[config.mk]
export PLATFORM = sky130hd
export DESIGN_NAME = round_robin_schedule_sim_core
export DESIGN_NICKNAME = d
export VERILOG_FILES = /design/src/sv/rrs_pkg.sv /design/src/sv/round_robin_schedule_sim_core.sv /design/src/sv/rrs_ctrl.sv /design/src/sv/rrs_dp.sv
export VERILOG_INCLUDE_DIRS = /design/src /design/src/sv
export SDC_FILE = /design/constraint.sdc
export NUM_CORES = 2
export LEC_CHECK = 0
export BUFFER_PORTS_ARGS = -buffer_cell sky130_fd_sc_hd__buf_2
export CELL_PAD_IN_SITES_DETAIL_PLACEMENT = 0
export CELL_PAD_IN_SITES_GLOBAL_PLACEMENT = 2
export CORE_ASPECT_RATIO = 2
export CORE_UTILIZATION = 45
export CTS_BUF_LIST = sky130_fd_sc_hd__clkbuf_2 sky130_fd_sc_hd__clkbuf_4 sky130_fd_sc_hd__clkbuf_8
export DETAILED_ROUTE_END_ITERATION = 8
export GPL_ROUTABILITY_DRIVEN = 0
export MAX_ROUTING_LAYER = met4
export PLACE_DENSITY_LB_ADDON = 0.15
export SYNTH_ARGS = -nofsm -noshare
export SYNTH_HDL_FRONTEND = slang
export SYNTH_HIERARCHICAL = 1
export SYNTH_SLANG_ARGS = --single-unit
[constraint.sdc]
create_clock -name i_clk -period 26 [get_ports i_clk]
set_input_delay 3.9 -clock i_clk [delete_from_list [all_inputs] [get_ports i_clk]]
set_output_delay 3.9 -clock i_clk [all_outputs]
set_load 0.03 [all_outputs]
[src/sv/assert_macros.svh]
// assertion macros used by the rtl datapath module rrs_dp
// no dependencies; clock i_clk and active-low reset i_rst_n are assumed in scope
`ifndef ASSERT_MACROS_SVH
`define ASSERT_MACROS_SVH

// property checked on every rising edge outside reset
`define RRS_ASSERT(label, prop, msg) \
    label: assert property (@(posedge i_clk) disable iff (!i_rst_n) (prop)) else $error(msg);

// implication whose consequent is checked in the cycle after the condition
`define RRS_ASSERT_NEXT(label, cond, prop, msg) \
    label: assert property (@(posedge i_clk) disable iff (!i_rst_n) (cond) |=> (prop)) \
        else $error(msg);

`endif

[src/sv/rrs_pkg.sv]
// package for the round-robin schedule simulator
// holds field widths, the default table depth and the controller/datapath command and status types
package rrs_pkg;

    localparam int MAX_PROCS_DEF = 16;

    localparam int BURST_W = 16;
    localparam int STAMP_W = 16;
    localparam int QUANT_W = 8;
    localparam int INDEX_W = 6;
    localparam int TIME_W  = 32;
    localparam int DIFF_W  = 33;
    localparam int SUM_W   = 40;
    localparam int OSUM_W  = 39;

    // commands from the controller
    typedef struct packed {
        logic load;       // store the accepted descriptor
        logic exec;       // run one slice of the current process
        logic turn;       // compute turnaround, mark done
        logic wait_step;  // compute wait, add turnaround to sum
        logic emit;       // load the output register
        logic advance;    // step the scan index
        logic clear;      // empty the batch
    } t_cmd;

    // status back to the controller
    typedef struct packed {
        logic cur_done;   // current process already finished
        logic rem_zero;   // current slice finishes the process
        logic last_done;  // every loaded process has finished
        logic out_free;   // output register can take an item
    } t_sts;

endpackage

[src/sv/round_robin_schedule_sim_core.sv]
// round-robin schedule simulator: descriptors load at one item per cycle; the item marked
// last starts the run. an unfinished process's visit is a table read then a slice; a finished
// entry is skipped at its read; a completion adds turnaround, wait and emit steps, emit held
// by any output stall. no input item is taken during a run; results leave through a one-item
// output register. synchronous active-low reset clears control state, sets the quantum to 1;
// the tables need no clearing pass, only entries loaded in the current batch are ever read
module round_robin_schedule_sim_core #(
    parameter int MAX_PROCS = rrs_pkg::MAX_PROCS_DEF
) (
    input  logic                                 i_clk,
    input  logic                                 i_rst_n,
    // configuration
    input  logic                                 i_cfg_we,
    input  logic [rrs_pkg::QUANT_W-1:0]          i_cfg_wdata,
    // descriptor items
    input  logic                                 i_in_valid,
    output logic                                 o_in_ready,
    input  logic [rrs_pkg::BURST_W-1:0]          i_burst_time,
    input  logic [rrs_pkg::STAMP_W-1:0]          i_arrival_stamp,
    input  logic                                 i_last_process,
    // completion items
    output logic                                 o_out_valid,
    input  logic                                 i_out_ready,
    output logic [rrs_pkg::INDEX_W-1:0]          o_proc_index,
    output logic [rrs_pkg::TIME_W-1:0]           o_start_time,
    output logic [rrs_pkg::TIME_W-1:0]           o_finish_time,
    output logic signed [rrs_pkg::DIFF_W-1:0]    o_turnaround,
    output logic signed [rrs_pkg::DIFF_W-1:0]    o_wait_ticks,
    output logic                                 o_final_result,
    output logic signed [rrs_pkg::OSUM_W-1:0]    o_turnaround_sum,
    output logic signed [rrs_pkg::OSUM_W-1:0]    o_wait_sum,
    output logic [rrs_pkg::TIME_W-1:0]           o_cpu_time
);

    // command and status between sequencer and datapath
    rrs_pkg::t_cmd cmd;
    rrs_pkg::t_sts sts;

    // sequencer: load, then read/slice per visit, then turnaround, wait, emit per completion
    rrs_ctrl u_ctrl (
        .i_clk          (i_clk),
        .i_rst_n        (i_rst_n),
        .i_in_valid     (i_in_valid),
        .i_last_process (i_last_process),
        .o_in_ready     (o_in_ready),
        .o_cmd          (cmd),
        .i_sts          (sts)
    );

    // tables, simulated clock, running sums and the output register
    rrs_dp #(
        .MAX_PROCS (MAX_PROCS)
    ) u_dp (
        .i_clk            (i_clk),
        .i_rst_n          (i_rst_n),
        .i_cmd            (cmd),
        .o_sts            (sts),
        .i_cfg_we         (i_cfg_we),
        .i_cfg_wdata      (i_cfg_wdata),
        .i_burst_time     (i_burst_time),
        .i_arrival_stamp  (i_arrival_stamp),
        .i_out_ready      (i_out_ready),
        .o_out_valid      (o_out_valid),
        .o_proc_index     (o_proc_index),
        .o_start_time     (o_start_time),
        .o_finish_time    (o_finish_time),
        .o_turnaround     (o_turnaround),
        .o_wait_ticks     (o_wait_ticks),
        .o_final_result   (o_final_result),
        .o_turnaround_sum (o_turnaround_sum),
        .o_wait_sum       (o_wait_sum),
        .o_cpu_time       (o_cpu_time)
    );

endmodule

[src/sv/rrs_ctrl.sv]
// controller state machine for the round-robin schedule simulator
// depends on rrs_pkg (command and status types)
module rrs_ctrl (
    input  logic          i_clk,
    input  logic          i_rst_n,
    input  logic          i_in_valid,
    input  logic          i_last_process,
    output logic          o_in_ready,
    output rrs_pkg::t_cmd o_cmd,
    input  rrs_pkg::t_sts i_sts
);

    localparam logic [2:0] S_LOAD = 3'd0;
    localparam logic [2:0] S_READ = 3'd1;
    localparam logic [2:0] S_EXEC = 3'd2;
    localparam logic [2:0] S_TURN = 3'd3;
    localparam logic [2:0] S_WAIT = 3'd4;
    localparam logic [2:0] S_EMIT = 3'd5;

    logic [2:0] r_state;
    logic [2:0] n_state;

    always_comb begin
        n_state    = r_state;
        o_cmd      = '0;
        o_in_ready = 1'b0;
        unique case (r_state)
            S_LOAD: begin
                o_in_ready = 1'b1;
                if (i_in_valid) begin
                    o_cmd.load = 1'b1;
                    if (i_last_process) begin
                        n_state = S_READ;
                    end
                end
            end
            S_READ: begin
                if (i_sts.cur_done) begin
                    o_cmd.advance = 1'b1;
                end else begin
                    n_state = S_EXEC;
                end
            end
            S_EXEC: begin
                o_cmd.exec = 1'b1;
                if (i_sts.rem_zero) begin
                    n_state = S_TURN;
                end else begin
                    o_cmd.advance = 1'b1;
                    n_state       = S_READ;
                end
            end
            S_TURN: begin
                o_cmd.turn = 1'b1;
                n_state    = S_WAIT;
            end
            S_WAIT: begin
                o_cmd.wait_step = 1'b1;
                n_state         = S_EMIT;
            end
            S_EMIT: begin
                if (i_sts.out_free) begin
                    o_cmd.emit = 1'b1;
                    if (i_sts.last_done) begin
                        o_cmd.clear = 1'b1;
                        n_state     = S_LOAD;
                    end else begin
                        o_cmd.advance = 1'b1;
                        n_state       = S_READ;
                    end
                end
            end
            default: begin
                n_state = S_LOAD;
            end
        endcase
    end

    always_ff @(posedge i_clk) begin
        if (!i_rst_n) begin
            r_state <= S_LOAD;
        end else begin
            r_state <= n_state;
        end
    end

endmodule

[src/sv/rrs_dp.sv]
// datapath for the round-robin schedule simulator: tables, clock, sums, output register
// depends on rrs_pkg and assert_macros.svh
`include "assert_macros.svh"
module rrs_dp #(
    parameter int MAX_PROCS = rrs_pkg::MAX_PROCS_DEF
) (
    input  logic                                 i_clk,
    input  logic                                 i_rst_n,
    input  rrs_pkg::t_cmd                        i_cmd,
    output rrs_pkg::t_sts                        o_sts,
    input  logic                                 i_cfg_we,
    input  logic [rrs_pkg::QUANT_W-1:0]          i_cfg_wdata,
    input  logic [rrs_pkg::BURST_W-1:0]          i_burst_time,
    input  logic [rrs_pkg::STAMP_W-1:0]          i_arrival_stamp,
    input  logic                                 i_out_ready,
    output logic                                 o_out_valid,
    output logic [rrs_pkg::INDEX_W-1:0]          o_proc_index,
    output logic [rrs_pkg::TIME_W-1:0]           o_start_time,
    output logic [rrs_pkg::TIME_W-1:0]           o_finish_time,
    output logic signed [rrs_pkg::DIFF_W-1:0]    o_turnaround,
    output logic signed [rrs_pkg::DIFF_W-1:0]    o_wait_ticks,
    output logic                                 o_final_result,
    output logic signed [rrs_pkg::OSUM_W-1:0]    o_turnaround_sum,
    output logic signed [rrs_pkg::OSUM_W-1:0]    o_wait_sum,
    output logic [rrs_pkg::TIME_W-1:0]           o_cpu_time
);

    localparam int IW = (MAX_PROCS > 1) ? $clog2(MAX_PROCS) : 1;
    localparam int CW = $clog2(MAX_PROCS + 1);
    localparam int BW = rrs_pkg::BURST_W;
    localparam int TW = rrs_pkg::TIME_W;
    localparam int DW = rrs_pkg::DIFF_W;
    localparam int SW = rrs_pkg::SUM_W;
    localparam int QW = rrs_pkg::QUANT_W;

    // per-process tables
    logic [BW-1:0]                  r_rem_mem   [MAX_PROCS];
    logic [BW-1:0]                  r_burst_mem [MAX_PROCS];
    logic [rrs_pkg::STAMP_W-1:0]    r_stamp_mem [MAX_PROCS];
    logic [TW-1:0]                  r_first_mem [MAX_PROCS];

    logic [BW-1:0]                  r_rem_rd;
    logic [BW-1:0]                  r_burst_rd;
    logic [rrs_pkg::STAMP_W-1:0]    r_stamp_rd;
    logic [TW-1:0]                  r_first_rd;

    logic [QW-1:0]          r_quantum;
    logic [MAX_PROCS-1:0]   r_started;
    logic [MAX_PROCS-1:0]   r_done;
    logic [CW-1:0]          r_loaded;
    logic [CW-1:0]          r_finished;
    logic [IW-1:0]          r_idx;
    logic [TW-1:0]          r_clock;
    logic [TW-1:0]          r_start;
    logic signed [DW-1:0]   r_turn;
    logic signed [DW-1:0]   r_wait;
    logic signed [SW-1:0]   r_tsum;
    logic signed [SW-1:0]   r_wsum;
    logic                   r_out_valid;

    logic [QW-1:0]          quant_eff;
    logic [BW-1:0]          slice;
    logic [BW-1:0]          rem_next;
    logic [IW-1:0]          idx_next;
    logic                   load_ok;
    logic signed [SW-1:0]   wsum_next;

    assign quant_eff = (r_quantum == '0) ? QW'(1) : r_quantum;
    assign slice     = (r_rem_rd < BW'(quant_eff)) ? r_rem_rd : BW'(quant_eff);
    assign rem_next  = r_rem_rd - slice;
    assign idx_next  = (CW'(r_idx) == r_loaded - CW'(1)) ? '0 : r_idx + IW'(1);
    assign load_ok   = (r_loaded < CW'(MAX_PROCS));
    assign wsum_next = r_wsum + {{(SW-DW){r_wait[DW-1]}}, r_wait};

    assign o_sts.cur_done  = r_done[r_idx];
    assign o_sts.rem_zero  = (rem_next == '0);
    assign o_sts.last_done = (r_finished == r_loaded);
    assign o_sts.out_free  = !r_out_valid || i_out_ready;

    assign o_out_valid = r_out_valid;

    // table writes and registered reads
    always_ff @(posedge i_clk) begin
        if (i_cmd.load && load_ok) begin
            r_rem_mem[r_loaded[IW-1:0]]   <= i_burst_time;
            r_burst_mem[r_loaded[IW-1:0]] <= i_burst_time;
            r_stamp_mem[r_loaded[IW-1:0]] <= i_arrival_stamp;
        end else if (i_cmd.exec) begin
            r_rem_mem[r_idx] <= rem_next;
        end
        if (i_cmd.exec && !r_started[r_idx]) begin
            r_first_mem[r_idx] <= r_clock;
        end
        r_rem_rd   <= r_rem_mem[r_idx];
        r_burst_rd <= r_burst_mem[r_idx];
        r_stamp_rd <= r_stamp_mem[r_idx];
        r_first_rd <= r_first_mem[r_idx];
    end

    // batch control state
    always_ff @(posedge i_clk) begin
        if (!i_rst_n) begin
            r_quantum   <= QW'(1);
            r_started   <= '0;
            r_done      <= '0;
            r_loaded    <= '0;
            r_finished  <= '0;
            r_idx       <= '0;
            r_clock     <= '0;
            r_tsum      <= '0;
            r_wsum      <= '0;
            r_out_valid <= 1'b0;
        end else begin
            if (i_cfg_we) begin
                r_quantum <= i_cfg_wdata;
            end
            if (i_cmd.emit) begin
                r_out_valid <= 1'b1;
            end else if (i_out_ready) begin
                r_out_valid <= 1'b0;
            end
            if (i_cmd.clear) begin
                r_started  <= '0;
                r_done     <= '0;
                r_loaded   <= '0;
                r_finished <= '0;
                r_idx      <= '0;
                r_clock    <= '0;
                r_tsum     <= '0;
                r_wsum     <= '0;
            end else begin
                if (i_cmd.load && load_ok) begin
                    r_loaded <= r_loaded + CW'(1);
                end
                if (i_cmd.exec) begin
                    r_started[r_idx] <= 1'b1;
                    r_clock          <= r_clock + TW'(slice);
                end
                if (i_cmd.turn) begin
                    r_done[r_idx] <= 1'b1;
                    r_finished    <= r_finished + CW'(1);
                end
                if (i_cmd.wait_step) begin
                    r_tsum <= r_tsum + {{(SW-DW){r_turn[DW-1]}}, r_turn};
                end
                if (i_cmd.emit) begin
                    r_wsum <= wsum_next;
                end
                if (i_cmd.advance) begin
                    r_idx <= idx_next;
                end
            end
        end
    end

    // per-completion arithmetic and output register
    always_ff @(posedge i_clk) begin
        if (i_cmd.exec) begin
            r_start <= r_started[r_idx] ? r_first_rd : r_clock;
        end
        if (i_cmd.turn) begin
            r_turn <= {1'b0, r_clock} - DW'(r_stamp_rd);
        end
        if (i_cmd.wait_step) begin
            r_wait <= r_turn - DW'(r_burst_rd);
        end
        if (i_cmd.emit) begin
            o_proc_index   <= rrs_pkg::INDEX_W'(r_idx);
            o_start_time   <= r_start;
            o_finish_time  <= r_clock;
            o_turnaround   <= r_turn;
            o_wait_ticks   <= r_wait;
            o_final_result <= o_sts.last_done;
            if (o_sts.last_done) begin
                o_turnaround_sum <= r_tsum[rrs_pkg::OSUM_W-1:0];
                o_wait_sum       <= wsum_next[rrs_pkg::OSUM_W-1:0];
                o_cpu_time       <= r_clock;
            end else begin
                o_turnaround_sum <= '0;
                o_wait_sum       <= '0;
                o_cpu_time       <= '0;
            end
        end
    end

    `RRS_ASSERT(a_finished_le_loaded, r_finished <= r_loaded, "more completions than loaded processes")
    `RRS_ASSERT(a_done_implies_started, (r_done & ~r_started) == '0, "process finished without starting")
    `RRS_ASSERT_NEXT(a_clear_empties, i_cmd.emit && i_cmd.clear, r_loaded == '0 && r_done == '0, "batch not emptied after final item")

endmodule
==> results.py <==
metrics = {
    "run_status": {
        "status": "finished, final reports clean",
    },
    "routing": {
        "firstDrtPassIters": 7,
        "drt_iter0_markers": 2758,
        "finalWirelength_um": 204400,
        "drc": 0,
        "wl_per_cell_um": 28.50,
        "ant_nets": 0,
        "vias_per_cell": 5.638,
        "vias": 40440,
    },
    "hold_path": {
        "hold_depth": 0,
        "hold_end": "u_dp/o_start_time[25]$_DFFE_PP_",
        "worst_hold_path_type": "reg2reg",
        "min-delay-start": "u_dp/r_start[25]$_DFFE_PP_",
    },
    "finish": {
        "nets": 5011,
        "layout-drive-gt1-share": 0.2749,
        "layout_commonest_cell": "edfxtp_1",
        "final_cell_mix": "edfxtp_1 (1,623), mux4_2 (410), clkbuf_8 (302)",
        "area_growth_pct": 13.32,
    },
    "clocking": {
        "clk_latency_ns": 0.90,
        "cts_resized": 0,
        "cts_tree": "done",
        "cts_hold_buf": 0,
        "cts.sinks": 1871,
        "cts_buffers": 274,
        "clkTransAtPathRegs_ns": 0.07,
        "cts_max_path_buffers": 4,
        "htreeDepth": 5,
        "postCtsSetupBuffers": 0,
        "cts_root_buf": "clkbuf_8",
    },
    "timing": {
        "hold_viol": 0,
        "drv_slew": 0,
        "setup_tns_ns": 0,
        "skew_ns": 0.05694,
        "setup_slack_ns": 18.97,
        "max_freq_mhz": 142.3,
        "worstMarginPinSlew_ns": 1.202,
        "rsz0062_at_grt": "no",
        "setup_viol": 0,
        "period_needed_ns": 7.026,
        "max_slew_margin": 0.1976,
        "post-route-period-util": 0.2702,
    },
    "synth": {
        "avgSynthCellArea_sq_um": 17.59,
        "ys_ff_latch": 1871,
        "async_flop_share": 0,
        "synthTopCellsByArea": "edfxtp_1 (64%), mux4_2 (12%), dfxtp_1 (6.5%), ha_1 (2.5%), nor2_1 (1.5%)",
        "synth_top_area_cell": "edfxtp_1",
        "synthCells": 4315,
        "ys_seq_area_frac": 0.7073,
        "yosysTopAreaCellShare": 0.6419,
        "yosys_warnings": 6,
        "syn_area_sq_um": 75920,
        "synth-edff-count": 1623,
        "synthFlopType": "edfxtp_1",
        "ys_types": 89,
    },
    "placement": {
        "place_ws_ns": 18.09,
        "dp_hpwl_um": 131700,
        "port_buffers": 292,
    },
    "setup_path": {
        "slowest_delay_ns": 0.84,
        "ff2ff_path_depth": 26,
        "cp.arrival_ns": 7.78,
        "crit_type": "in2reg",
        "start_kind": "input port",
        "crit_top_cell": "buf_4",
        "worst-path-stages": 11,
        "worstSetupEndpointType": "flip-flop",
        "crit_family": "buffers and inverters",
        "critical_path.max_fanout": 74,
        "required_ns": 26.75,
        "crit_chain": "buf_2 > nand2b_1 > nand2_1 > nor2_4 > buf_4 > and2_1 > nand2b_4 > buf_4 > nor3_1 > a32o_1 > a211o_1",
        "cpMaxStageDelayCell": "buf_4",
        "cp_num_buf_inv": 3,
        "r2r_end": "u_dp/r_idx[1]$_SDFFE_PP0P_",
        "reg2reg_slack_ns": 19.26,
        "worstReg2RegStart": "u_dp/r_quantum[3]$_SDFFE_PN0P_",
    },
    "global_routing": {
        "grt_pass1_wl_um": 292400,
        "grt_max_degree": 96,
        "antenna_found_initial": 14,
        "grt_pass1_vias": 42270,
        "grt_use_total": 0.2472,
        "grt_remaining_overflow": 0,
    },
    "floorplanning": {
        "num_rows": 212,
        "initial_utilization": 0.4543,
        "die_h_um": 582.9,
        "coreArea_sq_um": 167100,
        "die_w_um": 292.4,
        "ioPinCount": 295,
        "die_area_sq_um": 170500,
    },
    "power": {
        "p_leak_nw": 28.99,
        "total_power_mw": 6.000,
        "powerDensity_nw_per_um2": 69.73,
        "ir_worst_vdd_mv": 0.04929,
    },
    "flow_run": {
        "cap_violations": 0,
    },
}
[cells in the mapped netlist (all sizes together) (17+ instances only)]
cell and number:
nand4 17, clkbuf 151, dfxtp 248, xnor2 109
and3 17, nor3 44, mux2 37, inv 89
a21oi 103, and2 88, edfxtp 1623, buf 50
o21ai 104, a31oi 53, nor2 304, nand3 54
a21o 60, ha 149, mux2i 58, or3 19
mux4 410, a211oi 27, xor2 59, nand2 146
o21a 44, nor2b 52, nand2b 28
[worst reg2reg max path, stage by stage (launching register included)]
cell and delay, ns:
dfxtp_1 0.37, nor4_1 0.29, a41oi_1 0.21, o21a_1 0.22, o21a_1 0.16, o21a_1 0.17
o2111ai_1 0.17, nand4b_1 0.16, a21o_1 0.45, mux2i_1 0.34, ha_1 0.25, fa_1 0.22
nor2b_1 0.05, o21ai_0 0.16, nand2b_1 0.11, a21o_1 0.20, a21oi_2 0.28, o21ai_0 0.38
a2111oi_0 0.48, a211oi_1 0.12, nor4b_1 0.93, nor2_1 0.08, a22oi_1 0.19, o32ai_1 0.24
nand2_1 0.12, o22ai_1 0.07, and2_1 0.21
[per-layer routing]
layer	vias up	track usage	wire length, um	part of all wire
met5	-	-	0	0
met1	20970	0.2563	71780	0.35
met4	0	0.09758	8343	0.041
met3	338	0.03254	8128	0.040
met2	1098	0.4666	116100	0.57
li1	18030	-	-	-
[kinds of logic (layout without fill, tap and decap cells)]
group / Yosys count / in the layout / share of synthesized area
muxes: 505 / 505 / 0.1348
other: 1 / 25 / 0.00004939
buffers and inverters: 291 / 984 / 0.01511
DFF: 1871 / 1871 / 0.7073
AOI/OAI and AO/OA: 501 / 501 / 0.04448
adders and majority gates: 155 / 155 / 0.02614
xor gates and xnor gates: 168 / 168 / 0.01938
and+or+nand+nor: 823 / 823 / 0.05270
[area by class of cell]
| type | count | area [sq um] |
|---|---|---|
| fillers | 13780 | 81070 |
| flip-flops and latches | 1871 | 53720 |
| multi-input cells | 2162 | 21370 |
| clock buffers | 404 | 4922 |
| well taps | 2140 | 2678 |
| repair buffers | 411 | 2367 |
| clock inverters | 79 | 609.3 |
| inverters | 90 | 337.8 |
| diodes | 15 | 37.54 |
[worst max-delay path by stage]
| stage | slack [ns] | start | to |
|---|---|---|---|
| 2_1_floorplan | 9.67 | i_out_ready | u_dp/r_clock[0]$_SDFFE_PP0P_ |
| 3_3_place_gp | 18.12 | i_out_ready | u_dp/r_wsum[37]$_SDFFE_PP0P_ |
| 3_5_place_dp | 18.09 | i_out_ready | u_dp/r_wsum[37]$_SDFFE_PP0P_ |
| 4_1_cts | 19.02 | i_out_ready | u_dp/r_wsum[37]$_SDFFE_PP0P_ |
| 5_1_grt | 18.53 | u_dp/r_quantum[3]$_SDFFE_PN0P_ | u_dp/r_idx[1]$_SDFFE_PP0P_ |
| 6_report | 18.97 | i_out_ready | u_dp/r_wsum[37]$_SDFFE_PP0P_ |
[state kept, by name, indices dropped and copies added, names as in the netlist, 33 cells and up]
register	flops
u_dp/r_first_mem	512
u_dp/r_burst_mem	256
u_dp/r_rem_mem	256
u_dp/r_stamp_mem	256
u_dp/o_turnaround_sum	39
u_dp/o_wait_sum	39
u_dp/r_tsum	39
u_dp/r_wsum	39
u_dp/o_turnaround	33
u_dp/o_wait_ticks	33
u_dp/r_turn	33
u_dp/r_wait	33
[metrics by stage]
step	cells	util	hold slack (ns)	instance area, sq um
finish	7172	0.5149	0.4082	86040
global route	7167	0.5148	0.3982	86030
CTS	7157	0.5146	0.4017	86000
detailed placement	6674	0.4815	0.4045	80470
global placement	6674	0.4815	0.4052	80470
floorplan	4324	-	0.4003	75960
[report_power, final]
part           total [mW]  internal, mW  switching, mW
Sequential           3.31          3.29         0.0267
Combinational       0.270        0.0991          0.171
Clock                2.42          1.30           1.12
Note: power is estimated with default switching activity, not from simulation.
